===== src/hw/rtl/mpat_pkg.sv =====
// Shared types and constants for the mesh path address table.
// Used by the slot cell, the controller, the top level and the testbench.
package mpat_pkg;

  localparam int MAC_BYTES     = 6;
  localparam int ADDR_W        = MAC_BYTES * 8;
  localparam int SIDX_W        = 5;
  localparam int STATION_W     = 8;
  localparam int MCAST_BIT     = ADDR_W - 8;
  localparam int MAX_PATHS_DEF = 32;

  typedef enum logic [1:0] {
    FN_LOOKUP  = 2'd0,
    FN_ADD     = 2'd1,
    FN_SET_HOP = 2'd2,
    FN_NOP     = 2'd3
  } func_t;

  typedef enum logic [2:0] {
    ST_OK        = 3'd0,
    ST_NOT_FOUND = 3'd1,
    ST_OWN       = 3'd2,
    ST_MCAST     = 3'd3,
    ST_FULL      = 3'd4,
    ST_DUP       = 3'd5,
    ST_BAD_SLOT  = 3'd6
  } status_t;

  typedef enum logic [1:0] {
    CS_IDLE,
    CS_WALK,
    CS_DONE
  } ctl_state_t;

  // Request token that walks the cell chain, gathering what each slot reports.
  typedef struct packed {
    logic                 valid;
    func_t                func;
    logic [ADDR_W-1:0]    addr;
    logic [SIDX_W-1:0]    sidx;
    logic [STATION_W-1:0] station;
    logic                 hit;
    logic                 hop_set;
    logic [STATION_W-1:0] hop;
    logic                 has_free;
    logic                 sel_used;
  } token_t;

  // Table update broadcast from the controller to every cell.
  typedef struct packed {
    logic                 add;
    logic                 hop;
    logic [ADDR_W-1:0]    addr;
    logic [STATION_W-1:0] station;
  } wr_t;

endpackage


===== src/hw/rtl/mpat_cell.sv =====
// One table slot: holds an address and next hop, inspects the passing token.
// Depends on mpat_pkg.
module mpat_cell #(
  parameter int MAX_PATHS = mpat_pkg::MAX_PATHS_DEF,
  parameter int CELL_IDX  = 0,
  localparam int IDX_W    = $clog2(MAX_PATHS)
) (
  input  logic              clk,
  input  logic              rst,
  input  mpat_pkg::token_t  tok_in,
  input  logic [IDX_W-1:0]  hit_slot_in,
  input  logic [IDX_W-1:0]  free_slot_in,
  output mpat_pkg::token_t  tok_out,
  output logic [IDX_W-1:0]  hit_slot_out,
  output logic [IDX_W-1:0]  free_slot_out,
  input  mpat_pkg::wr_t     wr,
  input  logic [IDX_W-1:0]  wr_slot
);
  import mpat_pkg::*;

  localparam logic [IDX_W-1:0]   HERE      = IDX_W'(CELL_IDX);
  localparam logic [IDX_W+4:0]   HERE_WIDE = (IDX_W + 5)'(CELL_IDX);

  logic                 used;
  logic                 hop_set;
  logic [ADDR_W-1:0]    addr;
  logic [STATION_W-1:0] hop;

  token_t           tok_next;
  logic [IDX_W-1:0] hit_slot_next;
  logic [IDX_W-1:0] free_slot_next;
  logic             selected;

  always_comb begin
    tok_next       = tok_in;
    hit_slot_next  = hit_slot_in;
    free_slot_next = free_slot_in;
    selected       = ((IDX_W + 5)'(tok_in.sidx) == HERE_WIDE);
    // Lower slots were visited first, so the first hit on the way is the lowest one.
    if (used && !tok_in.hit && (tok_in.addr == addr)) begin
      tok_next.hit     = 1'b1;
      tok_next.hop_set = hop_set;
      tok_next.hop     = hop_set ? hop : '0;
      hit_slot_next    = HERE;
    end
    if (!used && !tok_in.has_free) begin
      tok_next.has_free = 1'b1;
      free_slot_next    = HERE;
    end
    if (selected) begin
      tok_next.sel_used = used;
    end
  end

  always_ff @(posedge clk) begin
    if (rst) begin
      tok_out <= '0;
    end else begin
      tok_out <= tok_next;
    end
    hit_slot_out  <= hit_slot_next;
    free_slot_out <= free_slot_next;
  end

  always_ff @(posedge clk) begin
    if (rst) begin
      used    <= 1'b0;
      hop_set <= 1'b0;
    end else if (wr.add && (wr_slot == HERE)) begin
      used    <= 1'b1;
      hop_set <= 1'b0;
    end else if (wr.hop && (wr_slot == HERE)) begin
      hop_set <= 1'b1;
    end
  end

  always_ff @(posedge clk) begin
    if (wr.add && (wr_slot == HERE)) begin
      addr <= wr.addr;
    end
    if (wr.hop && (wr_slot == HERE)) begin
      hop <= wr.station;
    end
  end

endmodule


===== config.mk =====
export PLATFORM = sky130hd
export DESIGN_NAME = mpat_cell
export DESIGN_NICKNAME = d
export VERILOG_FILES = /design/src/hw/rtl/mpat_pkg.sv /design/src/hw/rtl/mpat_cell.sv
export SDC_FILE = /design/constraint.sdc
export NUM_CORES = 1
export LEC_CHECK = 0
export BUFFER_PORTS_ARGS = -buffer_cell sky130_fd_sc_hd__buf_2
export CAP_MARGIN = 20
export CORE_MARGIN = 4
export CORE_UTILIZATION = 45
export DETAILED_ROUTE_END_ITERATION = 12
export PLACE_DENSITY = 0.87
export SLEW_MARGIN = 25
export SYNTH_ARGS = -nofsm -noshare
export SYNTH_HDL_FRONTEND = slang
export SYNTH_SLANG_ARGS = --single-unit

===== constraint.sdc =====
create_clock -name clk -period 3.3 [get_ports clk]
set_input_delay 0.495 -clock clk [delete_from_list [all_inputs] [get_ports clk]]
set_output_delay 0.495 -clock clk [all_outputs]
set_load 0.01 [all_outputs]

Word level (Yosys, flattened, before mapping). Index checks and enable logic that the tools add are counted.

Word-level logic and storage cells: 32. Input port bits: 151. Flip-flop bits (word level): 144.

Equal/unequal tests: 1. Muxes and demuxes: 4. Reductions and logical operators: 11.

Operators with widths (number): equality test 48 bit (1); logical NOT 5 bit (2); 2-to-1 mux 10 bit (1); 2-to-1 mux 8 bit (1); logical AND 1 bit (5); logical NOT 1 bit (3); 2-to-1 mux 1 bit (2); OR reduction 2 bit (1).

Longest topological paths before layout. Gate-level depths: netlist (run 1).

Word-level depth: 4. Gate-level depth with buffers: 7. Depth with buffers taken out: 6.

Least setup slack after synthesis (run 1). Ideal clock, no wire load.

Path type: input to register. Start point: input port wr_slot[0]. End point: register addr[0] (enable). Data required time: 2.888 ns. Setup time: 0.412 ns. Arrival time: 2.309 ns. Setup slack: 0.579 ns. Stages on the path: 3. Cells stage by stage: or4_1 > nor2_1 > and2_1.

Longest elaborated chain between the ends: 2.

Ends and longest elaborated chain: from (decl) (line mpat_cell.sv:17) `input logic [IDX_W-1:0] wr_slot`; logical NOT 5 bit (line mpat_cell.sv:78) `if (wr.add && (wr_slot == HERE)) begin`; logical AND 1 bit (line mpat_cell.sv:78); to (signal assigned) (line mpat_cell.sv:79) `addr <= wr.addr;`; to (decl) (line mpat_cell.sv:26) `logic [ADDR_W-1:0] addr;`.

Every way passes these cells. A chain may end at the register's enable or synchronous reset.

Worst setup path in the final report (run 1).
Start point: register addr[1]. End point: register tok_out[10] (netlist bit).

Longest elaborated chain between the ends: 3.

Ends and longest elaborated chain: equality test 48 bit (line mpat_cell.sv:40) `if (used && !tok_in.hit && (tok_in.addr == addr)) begin`; logical AND 1 bit (line mpat_cell.sv:40); 2-to-1 mux 10 bit (line mpat_cell.sv:40); to (signal assigned) (line mpat_cell.sv:59) `tok_out <= tok_next;`; to (decl) (line mpat_cell.sv:13) `output mpat_pkg::token_t tok_out,`.

Every way passes these cells.

==> results of run 1 <==
[worst paths after layout]
| kind | from | to | cells after the start |
|---|---|---|---|
| min | wr[43] | addr[35]$_DFFE_PP_ | 1 |
| min reg2reg | hop[4]$_DFFE_PP_ | tok_out[6]$_SDFF_PP0_ | 2 |
| max reg2reg | addr[1]$_DFFE_PP_ | tok_out[10]$_SDFF_PP0_ | 7 |
| max | addr[1]$_DFFE_PP_ | tok_out[10]$_SDFF_PP0_ | 7 |
[cells in the final DEF (no fill, tap or decap)]
cell type / Yosys / final
mux2i_1: 2 / 2
nor2_1: 10 / 10
buf_2: 0 / 236
nor2b_1: 76 / 76
clkbuf_8: 0 / 6
inv_1: 1 / 1
edfxtp_1: 56 / 56
nand2b_1: 9 / 9
nor4_1: 11 / 11
nand3_1: 9 / 9
xnor2_1: 3 / 3
dfxtp_1: 88 / 88
xor2_1: 44 / 44
inv_4: 0 / 2
clkinv_2: 0 / 1
nor4_4: 1 / 1
a21oi_1: 9 / 9
and2_2: 0 / 1
nor3_1: 2 / 2
and2_1: 2 / 1
or4_1: 2 / 2
clkbuf_1: 7 / 1
nand4_1: 3 / 3
clkbuf_16: 0 / 22
buf_4: 2 / 4
[cell type report]
cell class,instances,area [sq um],area share [%]
Sequential cell,144,3443,51.23
Multi-Input combinational cell,183,1239,18.43
Timing Repair Buffer,240,1211,18.02
Clock buffer,29,636.9,9.475
Tap cell,136,170.2,2.532
Clock inverter,3,17.52,0.2606
Inverter,1,3.754,0.05585
[sequential cells by signal, indices dropped and copies added, names as in the netlist]
name,cells
free_slot_out,5
addr,48
hit_slot_out,5
tok_out,76
hop_set,1
hop,8
used,1
[where the power goes]
group	switching (uW)	internal, uW	leakage (uW)
sequential	16.7	1910	0.00124
clock	677	1300	0.000328
combinational	134	144	0.00148
total	827	3350	0.00305
[metal layers]
layer  share of wire, %  global-route usage (%)  vias up
met5                  0                       0        -
met2                 52                   31.47      145
met4                1.3                   5.747        0
met3                8.8                   7.781       12
li1                   -                       -     1629
met1                 38                   20.26     1499
[stage by stage]
stage / setup slack [ns] / cell area, sq um / std cells
after floorplan: 0.5789 / 4741 / 339
after global placement: 0.9025 / 6067 / 704
after detailed placement: 0.7677 / 6067 / 704
after CTS: 0.9467 / 6721 / 736
after global routing: 0.7678 / 6721 / 736
final: 0.9442 / 6721 / 736
[worst max-delay path, cell delays in order, from the launching register on]
cell and delay (ns):
edfxtp_1 0.38, xor2_1 0.17, nor4_1 0.57, nand4_1 0.26, nor4_4 0.29, buf_4 0.27
mux2i_1 0.21, nor2_1 0.06
[cells by family (layout without fill, tap and decap cells)]
| family | Yosys count | count (layout) | share of synthesized area [%] |
|---|---|---|---|
| flops | 144 | 144 | 72.63 |
| simple gates | 125 | 125 | 16.05 |
| xor+xnor | 47 | 47 | 8.683 |
| buf+inv | 12 | 273 | 1.267 |
| compound gates | 9 | 9 | 0.9501 |
| mux | 2 | 2 | 0.4223 |
==> results.py, run 1 <==
metrics = {
    "outcome": {
        "status": "finished, final reports clean",
    },
    "clock_tree": {
        "clock-sinks": 144,
        "clock_latency_ns": 0.49,
        "cts-root-buf": "clkbuf_8",
        "cts_max_path_buffers": 2,
        "cts_tree": "done",
        "clkTransAtPathRegs_ns": 0.06,
        "post_cts_resize_count": 0,
        "htreeDepth": 4,
        "post_cts_buffers": 0,
        "cts_hold_buf": 0,
        "numCtsBuffers": 17,
    },
    "detailed_routing": {
        "drtIter0Drc": 102,
        "antenna_left": 0,
        "num_vias": 3285,
        "drt-vias-per-instance": 4.463,
        "finalWirelength_um": 10960,
        "dr.pass1.iters": 4,
        "wire_per_inst_um": 14.89,
        "drc": 0,
    },
    "yosys": {
        "synth_top_flop_cell": "dfxtp_1",
        "syn_area_sq_um": 4741,
        "yosys_warnings": 0,
        "synth_fp_nets": 490,
        "synth_top_area_share_pct": 37.16,
        "synthCells": 339,
        "synth_cell_types": 21,
        "ys_ff_latch": 144,
        "synth_common_cells": "dfxtp_1 (88), nor2b_1 (76), edfxtp_1 (56)",
        "avgSynthCellArea_sq_um": 13.98,
        "async_reset_ff_share_pct": 0,
        "synth_area_leaders": "dfxtp_1 (37%), edfxtp_1 (35%), nor2b_1 (10%)",
        "synth_largest_area_cell": "dfxtp_1",
        "synth.most_common_cell": "dfxtp_1",
        "synth_edf_count": 56,
        "seq_area_frac_synth_pct": 72.63,
    },
    "cells_and_area": {
        "area_growth_pct": 41.78,
        "fill_cells": 796,
        "diodes": 0,
        "fin_nets": 738,
        "drive_gt1_share_pct": 45.50,
        "final_util_pct": 65.40,
    },
    "setup_path": {
        "ff2ff_setup_slack_ns": 0.94,
        "timing_worst_setup_path_type": "register to register",
        "worst_setup_path_end_kind": "register",
        "worstPathRequired_ns": 3.64,
        "arrival_ns": 2.70,
        "worstSetupStartpointType": "register",
        "crit_fanout": 23,
    },
    "die": {
        "rows": 37,
        "die-area_sq_um": 12240,
        "die_h_um": 110.6,
        "die_x_um": 110.6,
        "start_util_pct": 46.13,
        "core_area_sq_um": 10280,
        "num_io_pins": 237,
    },
    "global_routing": {
        "grt_max_degree": 51,
        "grt_overflow_total": 0,
        "antenna_found_initial": 0,
        "grt_pass1_vias": 3516,
        "grt_pass1_wl_um": 17550,
        "grt_usage_pct": 18.20,
    },
    "flow_run": {
        "drv_cap": 0,
    },
    "timing": {
        "timing.hold.ws_ns": 0.1714,
        "rsz0062_at_grt": "no",
        "tightest_slew_ns": 0.8714,
        "fmax_mhz": 424.5,
        "fin_setup_tns_ns": 0,
        "setup_viol": 0,
        "finalMaxSlewViolations": 0,
        "hold_viol": 0,
        "clock_skew_ns": 0.006237,
        "min_period_ns": 2.356,
        "fin_crit_sh_pct": 71.39,
        "maxSlewHeadroom_pct": 41.91,
    },
    "placed_design": {
        "port_buffers": 236,
        "gp_congestion": 0.8366,
        "hpwl_um": 8390,
    },
    "power_and_ir_drop": {
        "p_leak_uw": 0.003049,
        "ir_drop_uv": 322.1,
        "power_uw": 4182,
        "power.density_nw_per_um2": 622.2,
    },
    "worst_hold_path": {
        "hold_class": "primary input to register",
    },
}
(Power assumes the default switching activity.)
==> run 2, diff against run 1 <==
ABC_AREA = 1   (was unset)
CORE_UTILIZATION = 43   (was 45)
PLACE_DENSITY = 0.84   (was 0.87)
clock period = 2 ns   (was 3.3 ns; I/O delays follow)
==> run 2 against run 1 <==
  * Sequential cell count unchanged
  * Core utilization decreased by 5.4 points
  * Global-route usage increased by 2.6 points
  * Wire length increased by 41%
  * Final area increased by 13%
  * Synthesized cell count increased by 97%
  * Maximum frequency increased by 36%
  * Die area increased by 21%
  * Largest cell class unchanged
  * Highest routed layer is now met5
==> results.py, run 2 <==
metrics = {
    "yosys": {
        "synth_largest_area_cell": "dfxtp_1",
        "synth_top_area_share_pct": 31.72,
        "synth.most_common_cell": "nand2_1",
        "seq_area_frac_synth_pct": 62.00,
        "synthCells": 668,
        "synth_cell_types": 21,
        "synth_common_cells": "nand2_1 (191), nor2_1 (140), inv_1 (125)",
        "synth_top_flop_cell": "dfxtp_1",
        "syn_area_sq_um": 5554,
        "synth_area_leaders": "dfxtp_1 (32%), edfxtp_1 (30%), nand2_1 (13%)",
        "ys_ff_latch": 144,
        "avgSynthCellArea_sq_um": 8.314,
        "synth_edf_count": 56,
        "synth_fp_nets": 819,
        "yosys_warnings": 0,
        "async_reset_ff_share_pct": 0,
    },
    "timing": {
        "hold_viol": 0,
        "setup_viol": 0,
        "tightest_slew_ns": 0.4600,
        "finalMaxSlewViolations": 0,
        "fin_setup_tns_ns": 0,
        "fin_crit_sh_pct": 86.80,
        "min_period_ns": 1.736,
        "maxSlewHeadroom_pct": 69.33,
        "clock_skew_ns": 0.005119,
        "fmax_mhz": 576.0,
        "rsz0062_at_grt": "no",
    },
    "global_routing": {
        "grt_pass1_vias": 4596,
        "grt_usage_pct": 20.78,
        "grt_max_degree": 48,
        "grt_pass1_wl_um": 22740,
        "antenna_found_initial": 5,
        "grt_overflow_total": 0,
    },
    "setup_path": {
        "worstPathRequired_ns": 2.35,
        "crit_slowest_cell": "edfxtp_1",
        "reg2reg_depth": 9,
        "cpMostUsedCell": "nand2_1",
        "timing_worst_setup_path_type": "register to register",
        "arrival_ns": 2.09,
        "crit_fanout": 11,
        "crit_path_cell_trace": "xnor2_1 > nand3_1 > nor2_1 > nand2_1 > nor2_4 > nand2_2 > nand2_1 > nand2_1 > nor2_1",
        "max_stage_delay_ns": 0.37,
        "worst_setup_path_end_kind": "register",
        "worstSetupStartpointType": "register",
    },
    "die": {
        "die_h_um": 121.7,
        "core_area_sq_um": 12620,
        "num_io_pins": 237,
        "die_x_um": 121.7,
        "rows": 41,
        "die-area_sq_um": 14800,
        "start_util_pct": 44.01,
    },
    "power_and_ir_drop": {
        "power_uw": 6854,
        "swShare_pct": 22.61,
        "power.density_nw_per_um2": 904.8,
        "clkPwrFrac_pct": 45.2,
        "p_leak_uw": 0.004144,
        "p_switching_uw": 1550,
        "p_int_uw": 5304,
        "ir_drop_uv": 539.0,
        "pwr-share-seq_pct": 46.4,
        "comb_power_share_pct": 8.4,
    },
    "cells_and_area": {
        "largest_reg_flops": 76,
        "final_cell_mix": "buf_2 (236), nand2_1 (191), nor2_1 (140)",
        "fill_cells": 1128,
        "drive_gt1_share_pct": 30.75,
        "final_common_cell": "buf_2",
        "area_growth_pct": 36.40,
        "fin_nets": 1068,
        "largest_registers": "tok_out (76), addr (48), hop (8)",
        "top_register": "tok_out",
    },
    "worst_hold_path": {
        "min_path_cells": 1,
        "hold_class": "primary input to register",
    },
    "clock_tree": {
        "cts_max_path_buffers": 2,
        "numCtsBuffers": 17,
        "cts-root-buf": "clkbuf_16",
        "clock_latency_ns": 0.41,
        "clock-sinks": 144,
        "cts_tree": "done",
        "cts_hold_buf": 0,
        "clkTransAtPathRegs_ns": 0.06,
        "htreeDepth": 4,
    },
    "placed_design": {
        "gp_congestion": 0.8137,
        "port_buffers": 236,
        "hpwl_um": 12470,
    },
    "detailed_routing": {
        "num_vias": 4883,
        "finalWirelength_um": 15500,
        "drc": 0,
        "drtIter0Drc": 198,
        "antenna_left": 0,
        "drt-vias-per-instance": 4.419,
        "wire_per_inst_um": 14.03,
        "dr.pass1.iters": 5,
    },
    "outcome": {
        "status": "finished, final reports clean",
    },
    "flow_run": {
        "drv_cap": 0,
    },
}
==> run 2: changes by cell type after synthesis, moves of 3 or more <==
cell,change
inv_1,+124
nand2_1,+191
inv_2,+6
nor2_1,+130
nand4_1,+3
nor4_1,-11
xnor2_1,+5
nor2_2,+3
nand2b_1,-9
nor2b_1,-76
xor2_1,-42
==> run 2: cell families after synthesis <==
kind of cell    Yosys count  share of synthesized area, %
compound gates           12                         1.081
xor+xnor                 10                         1.577
buf+inv                 143                         10.11
flops                   144                         62.00
simple gates            359                         25.23
==> run 2: area by class of cell <==
type	count	area (sq um)	share of cell area [%]
tap	172	215.2	2.841
sequential	144	3443	45.45
clock buffer	21	493.0	6.507
multi-input combinational	381	1562	20.61
clock inverter	11	96.34	1.272
antenna	3	7.507	0.09909
inverter	131	495.5	6.540
timing repair buffer	242	1264	16.68
==> run 2: path summary, 6_finish.rpt <==
check	from	endpoint	slack, ns
setup / recovery	addr[12]$_DFFE_PP_	tok_out[4]$_SDFF_PP0_	0.26
hold / removal	wr[31]	addr[23]$_DFFE_PP_	0.06
setup reg to reg	addr[12]$_DFFE_PP_	tok_out[4]$_SDFF_PP0_	0.26
hold reg to reg	used$_SDFFE_PP0P_	used$_SDFFE_PP0P_	0.56
==> run 2: metrics by stage <==
step           instances  utilization (%)  setup slack (ns)  hold slack, ns  area [sq um]
2_1_floorplan        668                -            0.3377          0.3989          5558
3_3_place_gp        1070            55.21            0.1447          0.4768          6967
3_5_place_dp        1070            55.21           0.05185          0.4782          6967
4_1_cts             1102            59.88           0.07078         0.03669          7556
5_1_grt             1105            60.03           0.05806         0.03377          7576
6_report            1105            60.03            0.2640         0.05620          7576
==> run 2: timing repair <==
action,4_1_cts,5_1_grt
hold endpoints to repair,0,0
resized for setup,0,2
buffers inserted,0,0
setup endpoints to repair,0,14
==> run 2: metal layers <==
metal / vias up / share of wire, % / GRT usage, %
met5: - / 0.16 / 0
met4: 4 / 2.9 / 10.01
met3: 35 / 7.7 / 6.639
met2: 189 / 50 / 35.85
met1: 2169 / 39 / 23.25
li1: 2486 / - / -
==> run 2: power by group through the flow <==
stage	Combinational (uW)	Sequential, uW	Clock (uW)
final	577	3180	3100
after CTS	582	3180	3160
after global placement	568	3240	0
after global routing	644	3190	3290
after detailed placement	579	3240	0
after floorplan	205	3290	0
==> run 2: worst max-delay path: cells and delay by family, from the launching register on <==
kind                      cells  cell delay, ns
xor gates and xnor gates      1            0.30
DFF                           1            0.37
and+or+nand+nor               8            1.00
