--- config.mk ---
export PLATFORM = sky130hd
export DESIGN_NAME = mpat_ctrl_flat
export DESIGN_NICKNAME = d
export VERILOG_FILES = /design/src/hw/rtl/mpat_pkg.sv /design/src/hw/rtl/mpat_req_if.sv /design/src/hw/rtl/mpat_rsp_if.sv /design/src/hw/rtl/mpat_cfg_if.sv /design/src/hw/rtl/mpat_ctrl.sv /design/src/flat_wrapper.sv
export SDC_FILE = /design/constraint.sdc
export NUM_CORES = 1
export LEC_CHECK = 0
export ABC_AREA = 1
export ABC_CLOCK_PERIOD_IN_PS = 3500
export BUFFER_PORTS_ARGS = -buffer_cell sky130_fd_sc_hd__buf_2
export CAP_MARGIN = 5
export CORE_AREA = 2 2 142 144
export CTS_CLUSTER_DIAMETER = 150
export DETAILED_ROUTE_END_ITERATION = 10
export DIE_AREA = 0 0 144 146
export GPL_ROUTABILITY_DRIVEN = 0
export PLACE_DENSITY = 0.77
export SYNTH_ARGS = -nofsm -noshare
export SYNTH_HDL_FRONTEND = slang
export SYNTH_SLANG_ARGS = --single-unit
--- constraint.sdc ---
create_clock -name clk -period 3.5 [get_ports clk]
set_clock_uncertainty 0.05 [all_clocks]
set_input_delay 0.175 -clock clk [delete_from_list [all_inputs] [get_ports clk]]
set_output_delay 0.175 -clock clk [all_outputs]
set_load 0.005 [all_outputs]
--- src/hw/rtl/mpat_pkg.sv ---
// Shared types and constants for the mesh path address table.
// Used by the slot cell, the controller, the top level and the testbench.
package mpat_pkg;

  localparam int MAC_BYTES     = 6;
  localparam int ADDR_W        = MAC_BYTES * 8;
  localparam int SIDX_W        = 5;
  localparam int STATION_W     = 8;
  localparam int MCAST_BIT     = ADDR_W - 8;
  localparam int MAX_PATHS_DEF = 32;

  typedef enum logic [1:0] {
    FN_LOOKUP  = 2'd0,
    FN_ADD     = 2'd1,
    FN_SET_HOP = 2'd2,
    FN_NOP     = 2'd3
  } func_t;

  typedef enum logic [2:0] {
    ST_OK        = 3'd0,
    ST_NOT_FOUND = 3'd1,
    ST_OWN       = 3'd2,
    ST_MCAST     = 3'd3,
    ST_FULL      = 3'd4,
    ST_DUP       = 3'd5,
    ST_BAD_SLOT  = 3'd6
  } status_t;

  typedef enum logic [1:0] {
    CS_IDLE,
    CS_WALK,
    CS_DONE
  } ctl_state_t;

  // Request token that walks the cell chain, gathering what each slot reports.
  typedef struct packed {
    logic                 valid;
    func_t                func;
    logic [ADDR_W-1:0]    addr;
    logic [SIDX_W-1:0]    sidx;
    logic [STATION_W-1:0] station;
    logic                 hit;
    logic                 hop_set;
    logic [STATION_W-1:0] hop;
    logic                 has_free;
    logic                 sel_used;
  } token_t;

  // Table update broadcast from the controller to every cell.
  typedef struct packed {
    logic                 add;
    logic                 hop;
    logic [ADDR_W-1:0]    addr;
    logic [STATION_W-1:0] station;
  } wr_t;

endpackage

--- src/hw/rtl/mpat_req_if.sv ---
// Request channel of the mesh path address table.
// Depends on nothing; field widths follow the table's request format.
interface mpat_req_if;
  logic        valid;
  logic        ready;
  logic [1:0]  func;
  logic [47:0] dest_address;
  logic [4:0]  slot_index;
  logic [7:0]  next_hop_station;

  modport source (output valid, func, dest_address, slot_index, next_hop_station,
                  input ready);
  modport sink   (input valid, func, dest_address, slot_index, next_hop_station,
                  output ready);
endinterface

--- src/hw/rtl/mpat_rsp_if.sv ---
// Response channel of the mesh path address table.
// Depends on nothing; field widths follow the table's response format.
interface mpat_rsp_if;
  logic       valid;
  logic       ready;
  logic [2:0] status;
  logic       found;
  logic [4:0] result_slot;
  logic       hop_valid;
  logic [7:0] hop_station;
  logic [5:0] path_count;

  modport source (output valid, status, found, result_slot, hop_valid, hop_station,
                  path_count, input ready);
  modport sink   (input valid, status, found, result_slot, hop_valid, hop_station,
                  path_count, output ready);
endinterface

--- src/hw/rtl/mpat_cfg_if.sv ---
// Configuration write channel carrying this node's own MAC address.
// Depends on nothing.
interface mpat_cfg_if;
  logic        valid;
  logic        ready;
  logic [47:0] own_address;

  modport source (output valid, own_address, input ready);
  modport sink   (input valid, own_address, output ready);
endinterface

--- src/hw/rtl/mpat_ctrl.sv ---
// Controller: takes requests, launches tokens into the cell chain, decides the
// outcome from the returning token, updates the table and holds the response.
// Depends on mpat_pkg and the three channel interfaces.
module mpat_ctrl #(
  parameter int MAX_PATHS = mpat_pkg::MAX_PATHS_DEF,
  localparam int IDX_W    = $clog2(MAX_PATHS)
) (
  input  logic              clk,
  input  logic              rst,
  mpat_req_if.sink          req,
  mpat_rsp_if.source        rsp,
  mpat_cfg_if.sink          cfg,
  output mpat_pkg::token_t  head,
  input  mpat_pkg::token_t  tail,
  input  logic [IDX_W-1:0]  tail_hit_slot,
  input  logic [IDX_W-1:0]  tail_free_slot,
  output mpat_pkg::wr_t     wr,
  output logic [IDX_W-1:0]  wr_slot
);
  import mpat_pkg::*;

  localparam int CNT_W = $clog2(MAX_PATHS + 1);

  ctl_state_t state, state_next;

  logic [ADDR_W-1:0]    own_address;
  logic [CNT_W-1:0]     count, count_next;
  token_t               fin;
  logic [IDX_W-1:0]     fin_hit_slot;
  logic [IDX_W-1:0]     fin_free_slot;

  logic                 rsp_valid;
  status_t              out_status;
  logic                 out_found;
  logic [IDX_W-1:0]     out_slot;
  logic                 out_hop_valid;
  logic [STATION_W-1:0] out_hop;
  logic [CNT_W-1:0]     out_count;

  status_t              res_status;
  logic                 res_found;
  logic [IDX_W-1:0]     res_slot;
  logic                 res_hop_valid;
  logic [STATION_W-1:0] res_hop;
  logic                 full;
  logic                 load;
  logic [IDX_W+4:0]     sidx_wide;
  logic [IDX_W+4:0]     slot_wide;
  logic [CNT_W+5:0]     count_wide;

  assign req.ready = (state == CS_IDLE) && !rst;
  assign cfg.ready = !rst;

  always_comb begin
    head          = '0;
    head.valid    = req.valid && req.ready;
    head.func     = func_t'(req.func);
    head.addr     = req.dest_address;
    head.sidx     = req.slot_index;
    head.station  = req.next_hop_station;
  end

  assign load = (state == CS_DONE) && (!rsp_valid || rsp.ready);

  always_comb begin
    state_next = state;
    unique case (state)
      CS_IDLE: if (req.valid) state_next = CS_WALK;
      CS_WALK: if (tail.valid) state_next = CS_DONE;
      CS_DONE: if (load) state_next = CS_IDLE;
      default: state_next = CS_IDLE;
    endcase
  end

  always_comb begin
    sidx_wide     = {{IDX_W{1'b0}}, fin.sidx};
    full          = (count == CNT_W'(MAX_PATHS));
    res_status    = ST_OK;
    res_found     = 1'b0;
    res_slot      = '0;
    res_hop_valid = 1'b0;
    res_hop       = '0;
    wr            = '0;
    wr.addr       = fin.addr;
    wr.station    = fin.station;
    wr_slot       = '0;
    count_next    = count;
    unique case (fin.func)
      FN_LOOKUP: begin
        if (fin.hit) begin
          res_found     = 1'b1;
          res_slot      = fin_hit_slot;
          res_hop_valid = fin.hop_set;
          res_hop       = fin.hop;
        end else begin
          res_status = ST_NOT_FOUND;
        end
      end
      FN_ADD: begin
        priority if (fin.addr == own_address) begin
          res_status = ST_OWN;
        end else if (fin.addr[MCAST_BIT]) begin
          res_status = ST_MCAST;
        end else if (full || !fin.has_free) begin
          res_status = ST_FULL;
        end else if (fin.hit) begin
          res_status = ST_DUP;
        end else begin
          res_slot   = fin_free_slot;
          wr.add     = load;
          wr_slot    = fin_free_slot;
          count_next = load ? count + 1'b1 : count;
        end
      end
      FN_SET_HOP: begin
        // A slot number beyond the table matches no cell, so sel_used stays low.
        if (fin.sel_used) begin
          res_slot      = sidx_wide[IDX_W-1:0];
          res_hop_valid = 1'b1;
          res_hop       = fin.station;
          wr.hop        = load;
          wr_slot       = sidx_wide[IDX_W-1:0];
        end else begin
          res_status = ST_BAD_SLOT;
        end
      end
      FN_NOP: begin
      end
      default: begin
      end
    endcase
  end

  always_ff @(posedge clk) begin
    if (rst) begin
      state       <= CS_IDLE;
      rsp_valid   <= 1'b0;
      count       <= '0;
      own_address <= '0;
    end else begin
      state <= state_next;
      count <= count_next;
      if (load) begin
        rsp_valid <= 1'b1;
      end else if (rsp.ready) begin
        rsp_valid <= 1'b0;
      end
      if (cfg.valid) begin
        own_address <= cfg.own_address;
      end
    end
  end

  always_ff @(posedge clk) begin
    if (tail.valid) begin
      fin           <= tail;
      fin_hit_slot  <= tail_hit_slot;
      fin_free_slot <= tail_free_slot;
    end
    if (load) begin
      out_status    <= res_status;
      out_found     <= res_found;
      out_slot      <= res_slot;
      out_hop_valid <= res_hop_valid;
      out_hop       <= res_hop;
      out_count     <= count_next;
    end
  end

  assign slot_wide  = {5'b0, out_slot};
  assign count_wide = {6'b0, out_count};

  assign rsp.valid       = rsp_valid;
  assign rsp.status      = out_status;
  assign rsp.found       = out_found;
  assign rsp.result_slot = slot_wide[4:0];
  assign rsp.hop_valid   = out_hop_valid;
  assign rsp.hop_station = out_hop;
  assign rsp.path_count  = count_wide[5:0];

endmodule

--- src/flat_wrapper.sv ---
// flat-port wrapper written by rule: the top's interface ports become plain ports
module mpat_ctrl_flat import mpat_pkg::*;
#(
  parameter int MAX_PATHS = mpat_pkg::MAX_PATHS_DEF,
  localparam int IDX_W    = $clog2(MAX_PATHS)
)
  (clk, rst, head, tail, tail_hit_slot, tail_free_slot, wr, wr_slot, req_valid, req_func, req_dest_address, req_slot_index, req_next_hop_station, req_ready, rsp_valid, rsp_status, rsp_found, rsp_result_slot, rsp_hop_valid, rsp_hop_station, rsp_path_count, rsp_ready, cfg_valid, cfg_own_address, cfg_ready);
  mpat_req_if req_i ();
  mpat_rsp_if rsp_i ();
  mpat_cfg_if cfg_i ();
  input  logic clk;
  input  logic rst;
  output mpat_pkg::token_t head;
  input  mpat_pkg::token_t tail;
  input  logic [IDX_W-1:0] tail_hit_slot;
  input  logic [IDX_W-1:0] tail_free_slot;
  output mpat_pkg::wr_t wr;
  output logic [IDX_W-1:0] wr_slot;
  input wire logic [$bits(req_i.valid)-1:0] req_valid;
  input wire logic [$bits(req_i.func)-1:0] req_func;
  input wire logic [$bits(req_i.dest_address)-1:0] req_dest_address;
  input wire logic [$bits(req_i.slot_index)-1:0] req_slot_index;
  input wire logic [$bits(req_i.next_hop_station)-1:0] req_next_hop_station;
  output wire logic [$bits(req_i.ready)-1:0] req_ready;
  output wire logic [$bits(rsp_i.valid)-1:0] rsp_valid;
  output wire logic [$bits(rsp_i.status)-1:0] rsp_status;
  output wire logic [$bits(rsp_i.found)-1:0] rsp_found;
  output wire logic [$bits(rsp_i.result_slot)-1:0] rsp_result_slot;
  output wire logic [$bits(rsp_i.hop_valid)-1:0] rsp_hop_valid;
  output wire logic [$bits(rsp_i.hop_station)-1:0] rsp_hop_station;
  output wire logic [$bits(rsp_i.path_count)-1:0] rsp_path_count;
  input wire logic [$bits(rsp_i.ready)-1:0] rsp_ready;
  input wire logic [$bits(cfg_i.valid)-1:0] cfg_valid;
  input wire logic [$bits(cfg_i.own_address)-1:0] cfg_own_address;
  output wire logic [$bits(cfg_i.ready)-1:0] cfg_ready;
  assign req_i.valid = req_valid;
  assign req_i.func = req_func;
  assign req_i.dest_address = req_dest_address;
  assign req_i.slot_index = req_slot_index;
  assign req_i.next_hop_station = req_next_hop_station;
  assign req_ready = req_i.ready;
  assign rsp_valid = rsp_i.valid;
  assign rsp_status = rsp_i.status;
  assign rsp_found = rsp_i.found;
  assign rsp_result_slot = rsp_i.result_slot;
  assign rsp_hop_valid = rsp_i.hop_valid;
  assign rsp_hop_station = rsp_i.hop_station;
  assign rsp_path_count = rsp_i.path_count;
  assign rsp_i.ready = rsp_ready;
  assign cfg_i.valid = cfg_valid;
  assign cfg_i.own_address = cfg_own_address;
  assign cfg_ready = cfg_i.ready;
  mpat_ctrl #(.MAX_PATHS(MAX_PATHS)) u_core (.clk(clk), .rst(rst), .req(req_i), .rsp(rsp_i), .cfg(cfg_i), .head(head), .tail(tail), .tail_hit_slot(tail_hit_slot), .tail_free_slot(tail_free_slot), .wr(wr), .wr_slot(wr_slot));
endmodule
# After elaboration in Yosys (flattened, before gate mapping)
# Cells that the tools add are included.
# totals
n_memories	0
register_bits	166
mem_bits_rw	0
romBits	0
out_inout_bits	166
input_bits	202
latch_bits	0
# classes
n_mul	0
reduce_logical	12
n_addsub	1
bitwise	0
n_mux	41
n_div	0
order_cmp	0
shift	0
eq_ne	9
# ops
operator	n
$eq 48x48->1	1
$mux 6	6
$mux 5	6
$mux 8	2
$pmux 8 s2	1
$mux 3	5
$pmux 5 s3	1
$mux 1	13
$pmux 5 s2	1
$pmux 3 s3	1
$add 6x1->6 const B	1
$eq 6x6->1 const B	1
$mux 2	3
$pmux 2 s3	1
$eq 2x1->1 const B	2
$eq 2x2->1 const B	2
$logic_not 2->1	2
$ne 2x2->1 const B	2
$logic_and 1x1->1	3
$logic_not 1->1	3
$reduce_and 3->1	1
$logic_or 1x1->1	2
$ne 2x1->1 const B	1
$pmux 1 s2	1
$reduce_bool 2->1	1

# Logic depth before layout (Yosys ltp)
# depth
depth_word	9
mapped_depth	16

# Worst setup path after synthesis
# Ideal clock, no wire load.
# synth_path
path_kind	register to register
start	register u_core.state[0]
end	register u_core.out_count[0], in the netlist u_core.rsp.path_count[0] (data pin)
path_stages_with_launch	9
path_buffers	0
setup_ns	0.251
t_arrival_ns	2.146
slack_ns	1.054
cell_sequence	dfxtp_1 > inv_1 > nand2_1 > nor2_1 > nand2_2 > nor2_1 > nand2_1 > nand2_1 > inv_1
# synth_between
elab_chain_cells	8
# synth_rtl
item	line_no	rtl
start, declared	mpat_ctrl.sv:24	ctl_state_t state, state_next;
start signal, assigned	mpat_ctrl.sv:141	state <= state_next;
$eq 2x2->1	mpat_ctrl.sv:63	assign load = (state == CS_DONE) && (!rsp_valid || rsp.ready);
$logic_and 1x1->1	mpat_ctrl.sv:63	
via u_core.load	mpat_ctrl.sv:46	logic load;
$mux 6	mpat_ctrl.sv:112	count_next = load ? count + 1'b1 : count;
$mux 6	mpat_ctrl.sv:106	end else if (fin.hit) begin
$mux 6	mpat_ctrl.sv:104	end else if (full || !fin.has_free) begin
$mux 6	mpat_ctrl.sv:102	end else if (fin.addr[MCAST_BIT]) begin
$mux 6	mpat_ctrl.sv:100	priority if (fin.addr == own_address) begin
$mux 6	mpat_ctrl.sv:88	unique case (fin.func)
via u_core.count_next[0]	mpat_ctrl.sv:27	logic [CNT_W-1:0] count, count_next;
end signal, assigned	mpat_ctrl.sv:166	out_count <= count_next;
end, declared	mpat_ctrl.sv:38	logic [CNT_W-1:0] out_count;
# The timed path passes the listed nets, and every way through them passes these cells.
# A chain may end at the register's enable or synchronous reset.

# Final worst setup path
# layout_path
start	register u_core.fin[74] in the netlist's numbering
end	output port wr_slot[3]
# layout_between
elab_chain_cells	2
word_cells_on_any_way	3
cone_classes	2 x eq/ne; 1 x mux
# layout_rtl
item	line_no	rtl
start, declared	mpat_ctrl.sv:28	token_t fin;
start signal, assigned	mpat_ctrl.sv:156	fin <= tail;
$eq 2x2->1 / $eq 2x1->1 (equally long branches)	mpat_ctrl.sv:88	
$pmux 5 s2 *	mpat_ctrl.sv:88	
end, declared	flat_wrapper.sv:18	output logic [IDX_W-1:0] wr_slot;
# Mark *: on every way between the ends. The rest lies on a longest branch, timed or not.

==> flow_summary.yaml <==
timing:
  tns_ns: 0
  post-route-period-util: 0.8000
  setup_ws_ns: 0.7001
  max_freq_mhz: 357.2
  finalHoldViolCount: 0
  worstMarginPinSlew_ns: 1.161
  slew_headroom: 0.2259
  setup-violations-final: 0
  holdWs_ns: 0.03856
  rsz0062_at_grt: "no"
  final.min_clock_period_ns: 2.800
  maxSlewViolCount: 0
synth:
  ys_seq_elements: 166
  yosysSeqAreaShare: 0.5833
  syn_inst: 734
  synth_edf_count: 109
  synth_area_um2: 7567
  syn_area_per_cell_um2: 10.31
  synth_top_area_share: 0.4325
  synth_cell_types: 34
  yosysTopAreaCell: "edfxtp_1"
  yosysMostFrequentCell: "buf_4"
  synth_common_cells: "133 x buf_4, 119 x nor2_1, 109 x edfxtp_1"
  yosys-top-cells-area: "edfxtp_1 43%, dfxtp_1 15%, buf_4 13%"
  yosysWarnings: 0
  async_reset_ff_frac: 0
  synth_flop_cell: "edfxtp_1"
drt:
  drc: 0
  first_pass_iters: 9
  drt-vias-per-instance: 4.766
  drt-total-wl_um: 21340
  wl_per_cell_um: 16.95
  num_vias: 6000
  ant_nets: 0
  drt_iter0_markers: 510
floorplan:
  die_w_um: 144
  initial_core_util: 0.3914
  core_um2: 19330
  rows: 51
  die-area_um2: 21020
  pin_count: 368
  die_h_um: 146
worst_setup_path:
  cp_slowest_cell: "nor2_1"
  critPathArrivalTime_ns: 2.57
  end_kind: "output port"
  cp_max_fo: 8
  critPathRequiredTime_ns: 3.27
  critPathLaunchType: "flip-flop"
  slowest_delay_ns: 0.50
  path_class: "reg2out"
  cp_common_cell: "inv_1"
  cp_cell_sequence: "inv_1, ha_1, inv_1, nor2_1, nand4_1, a21boi_0, buf_2"
cells_and_area:
  fin_util: 0.5180
  area_delta_synth_final_pct: 32.36
  final_cells: 1259
  multiInputGateArea_um2: 1966
  drive_above_1_share: 0.2800
  final_nets: 1188
  postLayoutCellArea_um2: 10020
  nFillCells: 1588
  regArea_um2: 4414
place:
  io_buffers: 229
  place_area_um2: 8064
  place_inst: 1092
  pre_cts_ws_ns: 1.248
  dp_hpwl_um: 13000
grt:
  antenna_found_initial: 1
  grt_usage: 0.2037
  overflow: 0
  grt_start_max_net_pins: 88
  grt_pass1_wl_um: 32850
  grt_pass1_vias: 6382
cts:
  cts.repair.resized: 0
  clk_latency_ns: 0.43
  htree_levels: 4
  path_clk_slew_ns: 0.07
  tritoncts: "yes"
  numCtsBuffers: 17
  cts_buffer_depth: 2
  cts_root_buf: "clkbuf_16"
  cts_sinks: 166
run_status:
  status: "completed"
power_and_ir_drop:
  ir_drop_v: 0.0002910
  total_power_mw: 4.795
  p_per_area_nw_per_um2: 478.7
  leakagePower_nw: 4.355
job:
  maxCapViolations: 0
min_path:
  min_path_type: "in2reg"
cells in the final DEF (no fill, tap or decap), types with 2 or more instances in the layout:
cell type      synthesis  layout
a21boi_0               5       5
a21oi_1               13      13
a22o_1                 8       8
buf_2                  0     228
buf_4                133       5
bufinv_16              0       2
clkbuf_16              0      17
clkinvlp_4             0       2
conb_1                 1      12
dfxtp_1               57      57
dlygate4sd3_1          0     134
edfxtp_1             109     109
ha_1                   6       6
inv_1                 39      39
inv_6                  0       5
inv_8                  0       3
nand2_1               90      90
nand3_1               12      12
nand3b_1               2       2
nand4_1               13      13
nor2_1               119     118
nor2_2                 1       2
nor2_4                 2       2
nor3_1                 2       2
o21ai_0               51      51
or2_0                  2       2
xnor2_1               27      27
xor2_1                13      13
registers in the layout (all words and copies together), names as in the netlist:
signal	count
u_core.fin	19
u_core.fin_free_slot	5
u_core.rsp.result_slot	5
u_core.wr	56
u_core.own_address	48
u_core.rsp.path_count	6
u_core.rsp.hop_station	8
u_core.rsp.hop_valid	1
u_core.state	2
u_core.fin_hit_slot	5
u_core.rsp.status	3
u_core.rsp.found	1
u_core.rsp.valid	1
u_core.count	6
where the power goes:
part | leakage, nW | total (mW) | switching [mW] | internal (mW)
Combinational | 2.53 | 0.544 | 0.256 | 0.288
Sequential | 1.53 | 2.31 | 0.0816 | 2.23
Clock | 0.294 | 1.94 | 0.860 | 1.08
worst paths after layout:
kind	from	end	slack, ns	cells after the start
worst max-delay path	u_core.fin[74]	wr_slot[3]	0.70	7
worst min-delay path	rst	u_core.count[5]	0.04	2
worst max register to register	u_core.fin[74]	u_core.rsp.path_count[0]	1.08	9
worst min register to register	u_core.own_address[7]	u_core.own_address[7]	0.43	2
layout make-up:
class                   count  area share
well taps                 265     0.03310
repair buffers            368      0.2536
inverters                  41     0.01537
flip-flops and latches    166      0.4407
diodes                      1   0.0002498
clock inverters            15     0.01824
multi-input cells         386      0.1963
clock buffers              17     0.04247
kinds of logic after synthesis:
kind of cell,after synthesis,share of synthesized area
flip-flops,166,0.5833
AO/OA/AOI/OAI,80,0.06002
buffers and inverters,193,0.1627
other,1,0.0004956
XOR/XNOR,40,0.04630
adder cells (fa/ha/maj),6,0.009920
AND/OR/NAND/NOR,248,0.1372
layer usage:
metal	vias to the layer above	part of all wire	GRT usage
met5	-	0	0
met3	113	0.058	0.04113
met2	299	0.54	0.3760
met1	2832	0.34	0.2062
li1	2756	-	-
met4	0	0.063	0.1275
timing repair:
action,4_1_cts,5_1_grt
hold buffers,134,0
hold endpoints to repair,135,0
buffers inserted,0,0
critical path, delay by kind of cell (launching register included):
| kind | cells | cell delay (ns) |
|---|---|---|
| AOI/OAI and AO/OA | 1 | 0.25 |
| DFF | 1 | 0.43 |
| buffers and inverters | 3 | 0.40 |
| adders and majority gates | 1 | 0.34 |
| and+or+nand+nor | 2 | 0.73 |
Power figures use the tool's default switching activity.
